[src/hdl/asr_pkg.sv]
// ----------------------------------------------------------------------------
// asr_pkg
// Shared types and constants of the advection stencil right-hand-side core.
// ----------------------------------------------------------------------------
package asr_pkg;

  typedef logic signed [15:0] sample_t;
  typedef logic signed [16:0] diff_t;
  typedef logic signed [23:0] coef_t;
  typedef logic signed [31:0] rhs_t;
  typedef logic        [9:0]  row_idx_t;
  typedef logic        [7:0]  col_idx_t;
  typedef logic        [10:0] row_cnt_t;
  typedef logic        [8:0]  col_cnt_t;

  localparam int APB_AW = 5;
  localparam int APB_DW = 32;

  typedef logic [2:0] reg_idx_t;
  localparam reg_idx_t REG_SCHEME_MODE = 3'd0;
  localparam reg_idx_t REG_COEF_X      = 3'd1;
  localparam reg_idx_t REG_COEF_Y      = 3'd2;
  localparam reg_idx_t REG_ROW_COUNT   = 3'd3;
  localparam reg_idx_t REG_COL_COUNT   = 3'd4;

  localparam int MIN_DIM = 3;

  localparam int SHIFT_UPWIND  = 12;
  localparam int SHIFT_CENTRAL = 13;

  typedef struct packed {
    diff_t    dxd;
    diff_t    dyd;
    logic     central;
    row_idx_t row_index;
    col_idx_t col_index;
    logic     last;
  } rhs_item_t;

endpackage

[src/hdl/asr_if.sv]


interface asr_result_if;
  logic               valid;
  logic               ready;
  asr_pkg::rhs_t      rhs_value;
  asr_pkg::row_idx_t  row_index;
  asr_pkg::col_idx_t  col_index;
  logic               last;

  modport source (output valid, output rhs_value, output row_index, output col_index,
                  output last, input ready);
  modport sink   (input valid, input rhs_value, input row_index, input col_index,
                  input last, output ready);
endinterface

[src/hdl/asr_rhs_pipe.sv]
// ----------------------------------------------------------------------------
// asr_rhs_pipe
// Coefficient products, sum, negate and floor shift, with the result register.
// ----------------------------------------------------------------------------
module asr_rhs_pipe (
  input  logic                  clk,
  input  logic                  rst,
  input  asr_pkg::coef_t        coef_x,
  input  asr_pkg::coef_t        coef_y,
  input  logic                  in_valid,
  output logic                  in_ready,
  input  asr_pkg::rhs_item_t    in_item,
  asr_result_if.source          result
);

  localparam int PW = $bits(asr_pkg::coef_t) + $bits(asr_pkg::diff_t);
  localparam int SW = PW + 1;

  logic                s2_valid;
  asr_pkg::rhs_item_t  s2_item;
  logic                s3_valid;
  logic signed [PW-1:0] s3_px;
  logic signed [PW-1:0] s3_py;
  logic                s3_central;
  asr_pkg::row_idx_t   s3_row;
  asr_pkg::col_idx_t   s3_col;
  logic                s3_last;
  logic                o_valid;
  logic                en3;
  logic                en_out;
  logic signed [SW-1:0] sum;
  logic signed [SW-1:0] acc;
  logic signed [SW-1:0] shifted;

  assign en_out   = !o_valid || result.ready;
  assign en3      = !s3_valid || en_out;
  assign in_ready = !s2_valid || en3;

  assign sum     = SW'(s3_px) + SW'(s3_py);
  assign acc     = -sum;
  assign shifted = s3_central ? (acc >>> asr_pkg::SHIFT_CENTRAL)
                              : (acc >>> asr_pkg::SHIFT_UPWIND);

  always_ff @(posedge clk) begin
    if (rst) begin
      s2_valid <= 1'b0;
      s3_valid <= 1'b0;
      o_valid  <= 1'b0;
    end else begin
      if (in_ready) begin
        s2_valid <= in_valid;
      end
      if (en3) begin
        s3_valid <= s2_valid;
      end
      if (en_out) begin
        o_valid <= s3_valid;
      end
    end
  end

  always_ff @(posedge clk) begin
    if (in_ready && in_valid) begin
      s2_item <= in_item;
    end
    if (en3 && s2_valid) begin
      s3_px      <= PW'(coef_x) * PW'(s2_item.dxd);
      s3_py      <= PW'(coef_y) * PW'(s2_item.dyd);
      s3_central <= s2_item.central;
      s3_row     <= s2_item.row_index;
      s3_col     <= s2_item.col_index;
      s3_last    <= s2_item.last;
    end
    if (en_out && s3_valid) begin
      result.rhs_value <= shifted[31:0];
      result.row_index <= s3_row;
      result.col_index <= s3_col;
      result.last      <= s3_last;
    end
  end

  assign result.valid = o_valid;

endmodule

[src/flat_wrapper.sv]
// flat-port wrapper written by rule: the top's interface ports become plain ports
module asr_rhs_pipe_flat 
  (clk, rst, coef_x, coef_y, in_valid, in_ready, in_item, result_valid, result_rhs_value, result_row_index, result_col_index, result_last, result_ready);
  asr_result_if result_i ();
  input  logic clk;
  input  logic rst;
  input  asr_pkg::coef_t coef_x;
  input  asr_pkg::coef_t coef_y;
  input  logic in_valid;
  output logic in_ready;
  input  asr_pkg::rhs_item_t in_item;
  output wire logic [$bits(result_i.valid)-1:0] result_valid;
  output wire logic [$bits(result_i.rhs_value)-1:0] result_rhs_value;
  output wire logic [$bits(result_i.row_index)-1:0] result_row_index;
  output wire logic [$bits(result_i.col_index)-1:0] result_col_index;
  output wire logic [$bits(result_i.last)-1:0] result_last;
  input wire logic [$bits(result_i.ready)-1:0] result_ready;
  assign result_valid = result_i.valid;
  assign result_rhs_value = result_i.rhs_value;
  assign result_row_index = result_i.row_index;
  assign result_col_index = result_i.col_index;
  assign result_last = result_i.last;
  assign result_i.ready = result_ready;
  asr_rhs_pipe u_core (.clk(clk), .rst(rst), .coef_x(coef_x), .coef_y(coef_y), .in_valid(in_valid), .in_ready(in_ready), .in_item(in_item), .result(result_i));
endmodule
[config.mk]
export PLATFORM = sky130hd
export DESIGN_NAME = asr_rhs_pipe_flat
export DESIGN_NICKNAME = d
export VERILOG_FILES = /design/src/hdl/asr_pkg.sv /design/src/hdl/asr_if.sv /design/src/hdl/asr_rhs_pipe.sv /design/src/flat_wrapper.sv
export SDC_FILE = /design/constraint.sdc
export NUM_CORES = 2
export LEC_CHECK = 0
export BUFFER_PORTS_ARGS = -buffer_cell sky130_fd_sc_hd__buf_2
export CELL_PAD_IN_SITES_DETAIL_PLACEMENT = 1
export CELL_PAD_IN_SITES_GLOBAL_PLACEMENT = 1
export CORE_MARGIN = 2
export CORE_UTILIZATION = 40
export DETAILED_ROUTE_END_ITERATION = 16
export HOLD_SLACK_MARGIN = 0.05
export PLACE_DENSITY_LB_ADDON = 0.1
export SYNTH_ARGS = -nofsm -noshare
export SYNTH_HDL_FRONTEND = slang
export SYNTH_SLANG_ARGS = --single-unit
[constraint.sdc]
create_clock -name clk -period 8 [get_ports clk]
set_input_delay 0.4 -clock clk [delete_from_list [all_inputs] [get_ports clk]]
set_output_delay 0.4 -clock clk [all_outputs]
set_load 0.05 [all_outputs]
# Word level (Yosys, flattened, before mapping)
# Index checks and enable logic that the tools add are counted.
classes:
  n_addsub: 2
  multipliers: 2
  muxes: 1
  n_reduce_logical: 9
op_table:
  columns: ["cell", "n"]
  rows:
  - ["$mul 24x17->41", 2]
  - ["$add 41x41->42", 1]
  - ["$neg 42->42", 1]
  - ["$mux 29", 1]
  - ["$logic_and 1x1->1", 3]
  - ["$logic_not 1->1", 3]
  - ["$logic_or 1x1->1", 3]
word_totals:
  ff_bits: 208

# Logic depth before layout (Yosys ltp)
depth:
  word_depth: 5
  depth_mapped: 25
  ltp_nobuf: 24

# Worst setup path after synthesis
# OpenSTA, ideal clock, no wires.
synth_path:
  path_type: "register -> register"
  from: "reg u_core.o_valid (netlist: u_core.result.valid)"
  to: "reg u_core.s3_central, enable pin"
  setup_ps: 719
  t_arrival_ps: 8120
  t_required_ps: 7281
  slack_ps: -839
  stages_incl_launch_ff: 3
  n_path_buf: 0
  synth_period_minus_slack_ps: 8839
  path_cell_list: "dfxtp_1 nor2b_1 a21boi_0"
synth_via:
  elab_chain_cells: 4
synth_lines:
  columns: ["element", "line", "text"]
  rows:
  - ["start, declared", "asr_rhs_pipe.sv:28", "logic o_valid;"]
  - ["start signal, assigned", "asr_rhs_pipe.sv:57", "o_valid <= s3_valid;"]
  - ["$logic_not 1->1", "asr_rhs_pipe.sv:35", "assign en_out = !o_valid || result.ready;"]
  - ["$logic_or 1x1->1", "asr_rhs_pipe.sv:35", null]
  - ["$logic_or 1x1->1", "asr_rhs_pipe.sv:36", "assign en3 = !s3_valid || en_out;"]
  - ["$logic_and 1x1->1", "asr_rhs_pipe.sv:66", "if (en3 && s2_valid) begin"]
  - ["end signal, assigned", "asr_rhs_pipe.sv:69", "s3_central <= s2_item.central;"]
  - ["end, declared", "asr_rhs_pipe.sv:24", "logic s3_central;"]
# Every way passes these cells.
# A chain may end at the register's enable or synchronous reset.

# Final worst setup path
layout_path:
  from: "reg u_core.s2_item[24] (netlist bit)"
  to: "reg u_core.s3_py[39] (data pin)"
layout_via:
  elab_chain_cells: 1
layout_lines:
  columns: ["element", "line", "text"]
  rows:
  - ["start, declared", "asr_rhs_pipe.sv:20", "asr_pkg::rhs_item_t s2_item;"]
  - ["start signal, assigned", "asr_rhs_pipe.sv:64", "s2_item <= in_item;"]
  - ["$mul 24x17->41", "asr_rhs_pipe.sv:68", "s3_py <= PW'(coef_y) * PW'(s2_item.dyd);"]
  - ["end signal, assigned", "asr_rhs_pipe.sv:68", null]
  - ["end, declared", "asr_rhs_pipe.sv:23", "logic signed [PW-1:0] s3_py;"]
# Every way passes these cells.

==> parameters.txt <==
Parameter                              Value

Worst hold path
  Min-delay worst type    in -> reg

Detailed routing
  Via/cell ratio    4.96
  Total DRC errors in the routed layout    0
  Wire length per cell after detailed routing    18.2 um
  Post-detailed-routing wire length    95,200 um
  Total iterations of the first detailed-routing run    5
  Iteration-0 DRC Markers    1,127
  Vias    25,877
  Post-route antenna net violation count    0

Timing
  Final min period    7.39 ns
  Unrepaired setup endpoints after global routing    false
  Max Transition Viols Final    0
  Tightest hold margin    0.133 ns
  Worst clock skew on the final layout    0.0480 ns
  Setup violations, final    0
  Tightest Pin Transition    1.08 ns
  Final number of hold-violating endpoints    0
  Final clock period utilization by the worst path    0.923
  Relative slew margins    0.282
  Max Freq    135 MHz
  Accumulated negative setup slack    0 ns

Place
  Final weighted congestion in routability-driven placement    0.781
  Number of placed instances, taps included    5,111
  Number of buffers inserted by port buffering    158
  Dpl hpwl    77,500 um

Outcome
  Outcome    finished, final reports clean

Cells and area
  Most common cell after layout, fill and taps aside    sky130_fd_sc_hd__inv_1
  Area taken by flip-flops and latches    6220 sq um
  Number of standard cells in the layout, taps in and fillers out    5,216
  Total number of nets in the final design    5,126
  Multi-input combinational cell area    27,700 sq um
  Area growth from synthesis to layout    9.08%
  Ratio of cells with drive above 1 in the final layout    0.0621
  Highest-count cells in the layout ignoring fill and taps    sky130_fd_sc_hd__inv_1, sky130_fd_sc_hd__fa_1, sky130_fd_sc_hd__nand2_1, sky130_fd_sc_hd__and2_1, sky130_fd_sc_hd__ha_1
  Filler cell count in the final layout    10,582

Die
  Starting density of the core    0.405
  I/O Pins    159
  Core region area    93,500 sq um
  Horizontal die dimension    312 um
  Total die area    97,100 sq um
  Overall die height    312 um
  Total number of placement rows    112

Yosys
  Yosys warning total    0
  Main area contributors after synthesis    sky130_fd_sc_hd__fa_1, sky130_fd_sc_hd__edfxtp_1, sky130_fd_sc_hd__ha_1
  Proportion of synthesized chip area in sequential cells    0.164
  Share of the synthesized area in the top cell type    0.424
  Post-synthesis average cell area    9.93 sq um
  Post-synth EDFFs    205
  Post-synthesis cell type count    74
  Number of instances in the synthesized netlist    3,810
  Main flop type after synthesis    sky130_fd_sc_hd__edfxtp_1
  Cell area after technology mapping    37,800 sq um
  Net count of the mapped netlist    4,995
  Yosys reg bits    208
  Largest area contributor in the synthesized netlist    sky130_fd_sc_hd__fa_1
  Ys async rst share    0

CTS
  Clock tree sinks    208
  Number of buffers inserted during clock tree synthesis    27
  Number of cells upsized or downsized after cts    0
  TritonCTS clock tree    built
  H-tree depth reported by CTS    1
  Postcts setup bufs    0
  Clock buffer depth    3
  Clock tree root driver cell    sky130_fd_sc_hd__clkbuf_16
  Number of hold buffers added after cts    55
  Clock transition at path regs    0.06 ns
  Clock latency on the worst-skew pair    0.60 ns

Global routing
  Maximum number of pins on one net before global-route repair    57
  Met3 capacity usage during global routing    0.0190
  Met2 Resource Use GR    0.370
  Aggregate global routing overflow    0
  Global-route usage over all layers    0.205
  Met1 Resource Use GR    0.266
  Via count of the first global-routing pass    29,425
  Wire length of the first global-routing pass    158,000 um
  Most Crowded Layer GR    met2
  Number of antenna violations at the first check in global routing    0

Critical path
  Worst flop-to-flop path endpoint    u_core.s3_py[39]$_DFFE_PP_
  Worst endpoint data arrival time    7.74 ns
  Worst reg-to-reg setup slack    0.61 ns
  Endpoint required time on the critical path    8.35 ns
  Worst path bufs/invs    3
  Cell type group with the largest total delay on the critical path    adder cells
  Timing startpoint of the critical path    u_core.s2_item[24]$_DFFE_PP_
  Count of cell instances traversed by the critical path    21
  Crit path max-delay cell type    sky130_fd_sc_hd__edfxtp_1
  Worst Setup Path Type    reg -> reg
  Cells along the critical path    nand2_1 > fa_1 > fa_1 > fa_1 > fa_1 > inv_1 > fa_1 > inv_1 > fa_1 > inv_1 > ha_1 > a21oi_1 > o21ai_0 > o311ai_0 > nand3_1 > o221a_2 > a311o_1 > nand2_1 > o2111ai_1 > a21oi_1 > xnor2_1
  FF-to-FF Start    u_core.s2_item[24]$_DFFE_PP_
  CP max FO    24
  Startpoint type of the worst setup path    flip-flop
  Cell depth of the worst flop-to-flop path    21
  Crit path to    u_core.s3_py[39]$_DFFE_PP_
  Cell with the most instances on the worst path    sky130_fd_sc_hd__fa_1
  Delay of the slowest cell on the worst path    0.95 ns
  Worst setup EP type    flip-flop

Job
  Maximum capacitance violations    0
==> synth_stat cells, types with 4 or more instances <==
| cell type | count |
|---|---|
| sky130_fd_sc_hd__o21bai_1 | 11 |
| sky130_fd_sc_hd__o2111ai_1 | 4 |
| sky130_fd_sc_hd__inv_1 | 908 |
| sky130_fd_sc_hd__nor2b_1 | 19 |
| sky130_fd_sc_hd__nand3_1 | 20 |
| sky130_fd_sc_hd__mux2_2 | 5 |
| sky130_fd_sc_hd__xnor2_1 | 77 |
| sky130_fd_sc_hd__and2_1 | 351 |
| sky130_fd_sc_hd__a211oi_1 | 9 |
| sky130_fd_sc_hd__o211ai_1 | 6 |
| sky130_fd_sc_hd__clkbuf_1 | 127 |
| sky130_fd_sc_hd__nor3_1 | 13 |
| sky130_fd_sc_hd__fa_1 | 802 |
| sky130_fd_sc_hd__o21ai_0 | 56 |
| sky130_fd_sc_hd__nor4_1 | 4 |
| sky130_fd_sc_hd__nand2_1 | 474 |
| sky130_fd_sc_hd__o21a_1 | 17 |
| sky130_fd_sc_hd__o31ai_1 | 6 |
| sky130_fd_sc_hd__a21oi_1 | 100 |
| sky130_fd_sc_hd__a31oi_1 | 9 |
| sky130_fd_sc_hd__nand4_1 | 12 |
| sky130_fd_sc_hd__a21o_1 | 50 |
| sky130_fd_sc_hd__edfxtp_1 | 205 |
| sky130_fd_sc_hd__a221oi_1 | 6 |
| sky130_fd_sc_hd__nor2_1 | 105 |
| sky130_fd_sc_hd__xor2_1 | 23 |
| sky130_fd_sc_hd__or3_1 | 4 |
| sky130_fd_sc_hd__ha_1 | 277 |
| sky130_fd_sc_hd__nand2b_1 | 28 |
| sky130_fd_sc_hd__and3_1 | 12 |
==> worst register-to-register path: stages (launching register included) <==
cell and delay (ns):
sky130_fd_sc_hd__edfxtp_1 0.95, sky130_fd_sc_hd__nand2_1 0.20, sky130_fd_sc_hd__fa_1 0.51, sky130_fd_sc_hd__fa_1 0.60, sky130_fd_sc_hd__fa_1 0.46, sky130_fd_sc_hd__fa_1 0.54, sky130_fd_sc_hd__inv_1 0.05, sky130_fd_sc_hd__fa_1 0.47
sky130_fd_sc_hd__inv_1 0.05, sky130_fd_sc_hd__fa_1 0.47, sky130_fd_sc_hd__inv_1 0.04, sky130_fd_sc_hd__ha_1 0.34, sky130_fd_sc_hd__a21oi_1 0.15, sky130_fd_sc_hd__o21ai_0 0.18, sky130_fd_sc_hd__o311ai_0 0.52, sky130_fd_sc_hd__nand3_1 0.32
sky130_fd_sc_hd__o221a_2 0.40, sky130_fd_sc_hd__a311o_1 0.41, sky130_fd_sc_hd__nand2_1 0.12, sky130_fd_sc_hd__o2111ai_1 0.13, sky130_fd_sc_hd__a21oi_1 0.18, sky130_fd_sc_hd__xnor2_1 0.08
==> worst min path at each step <==
stage,start,endpoint,cells past startpoint,slack (ns)
final,in_valid,u_core.s2_valid$_SDFFE_PP0N_,3,0.13
after global routing,in_valid,u_core.s2_valid$_SDFFE_PP0N_,3,0.15
after CTS,in_valid,u_core.s2_valid$_SDFFE_PP0N_,3,0.09
after detailed placement,u_core.s2_item[10]$_DFFE_PP_,u_core.s3_row[1]$_DFFE_PP_,0,0.41
after global placement,u_core.s3_col[4]$_DFFE_PP_,u_core.result.col_index[4]$_DFFE_PP_,0,0.40
after floorplan,u_core.s3_col[0]$_DFFE_PP_,u_core.result.col_index[0]$_DFFE_PP_,0,0.40
==> through the flow <==
step           setup slack [ns]   util  instance area (sq um)
2_1_floorplan              1.63      -                  37800
3_3_place_gp              0.760  0.427                  39900
3_5_place_dp              0.639  0.427                  39900
4_1_cts                   0.615  0.441                  41300
5_1_grt                   0.186  0.441                  41300
6_report                  0.613  0.441                  41300
==> registers in the layout (all words and copies together), names as in the netlist, 8 cells and up <==
| register | flops |
|---|---|
| u_core.s3_py | 41 |
| u_core.result.row_index | 10 |
| u_core.s3_row | 10 |
| u_core.s3_px | 41 |
| u_core.result.col_index | 8 |
| u_core.s3_col | 8 |
| u_core.s2_item | 54 |
| u_core.result.rhs_value | 30 |
==> final cells by class <==
type                    count  share of cell area
well taps                1254              0.0380
flip-flops and latches    208               0.151
clock inverters            19             0.00355
clock buffers              30              0.0166
diodes                      1           0.0000606
repair buffers            234              0.0363
inverters                 909              0.0827
multi-input cells        2561               0.672
==> logic make-up after synthesis <==
family	share of synthesized area
DFF	0.164
muxes	0.00179
xor gates and xnor gates	0.0232
adders and majority gates	0.516
AOI/OAI and AO/OA	0.0545
and+or+nand+nor	0.137
buffers and inverters	0.104
==> layer usage <==
metal,share of wire,vias up
li1,-,11734
met1,0.43,13698
met2,0.52,357
met3,0.032,88
met4,0.023,0
met5,0,-
Power is not shown: default switching activity piles up to over one toggle a cycle in this logic, so the estimate is an artifact.
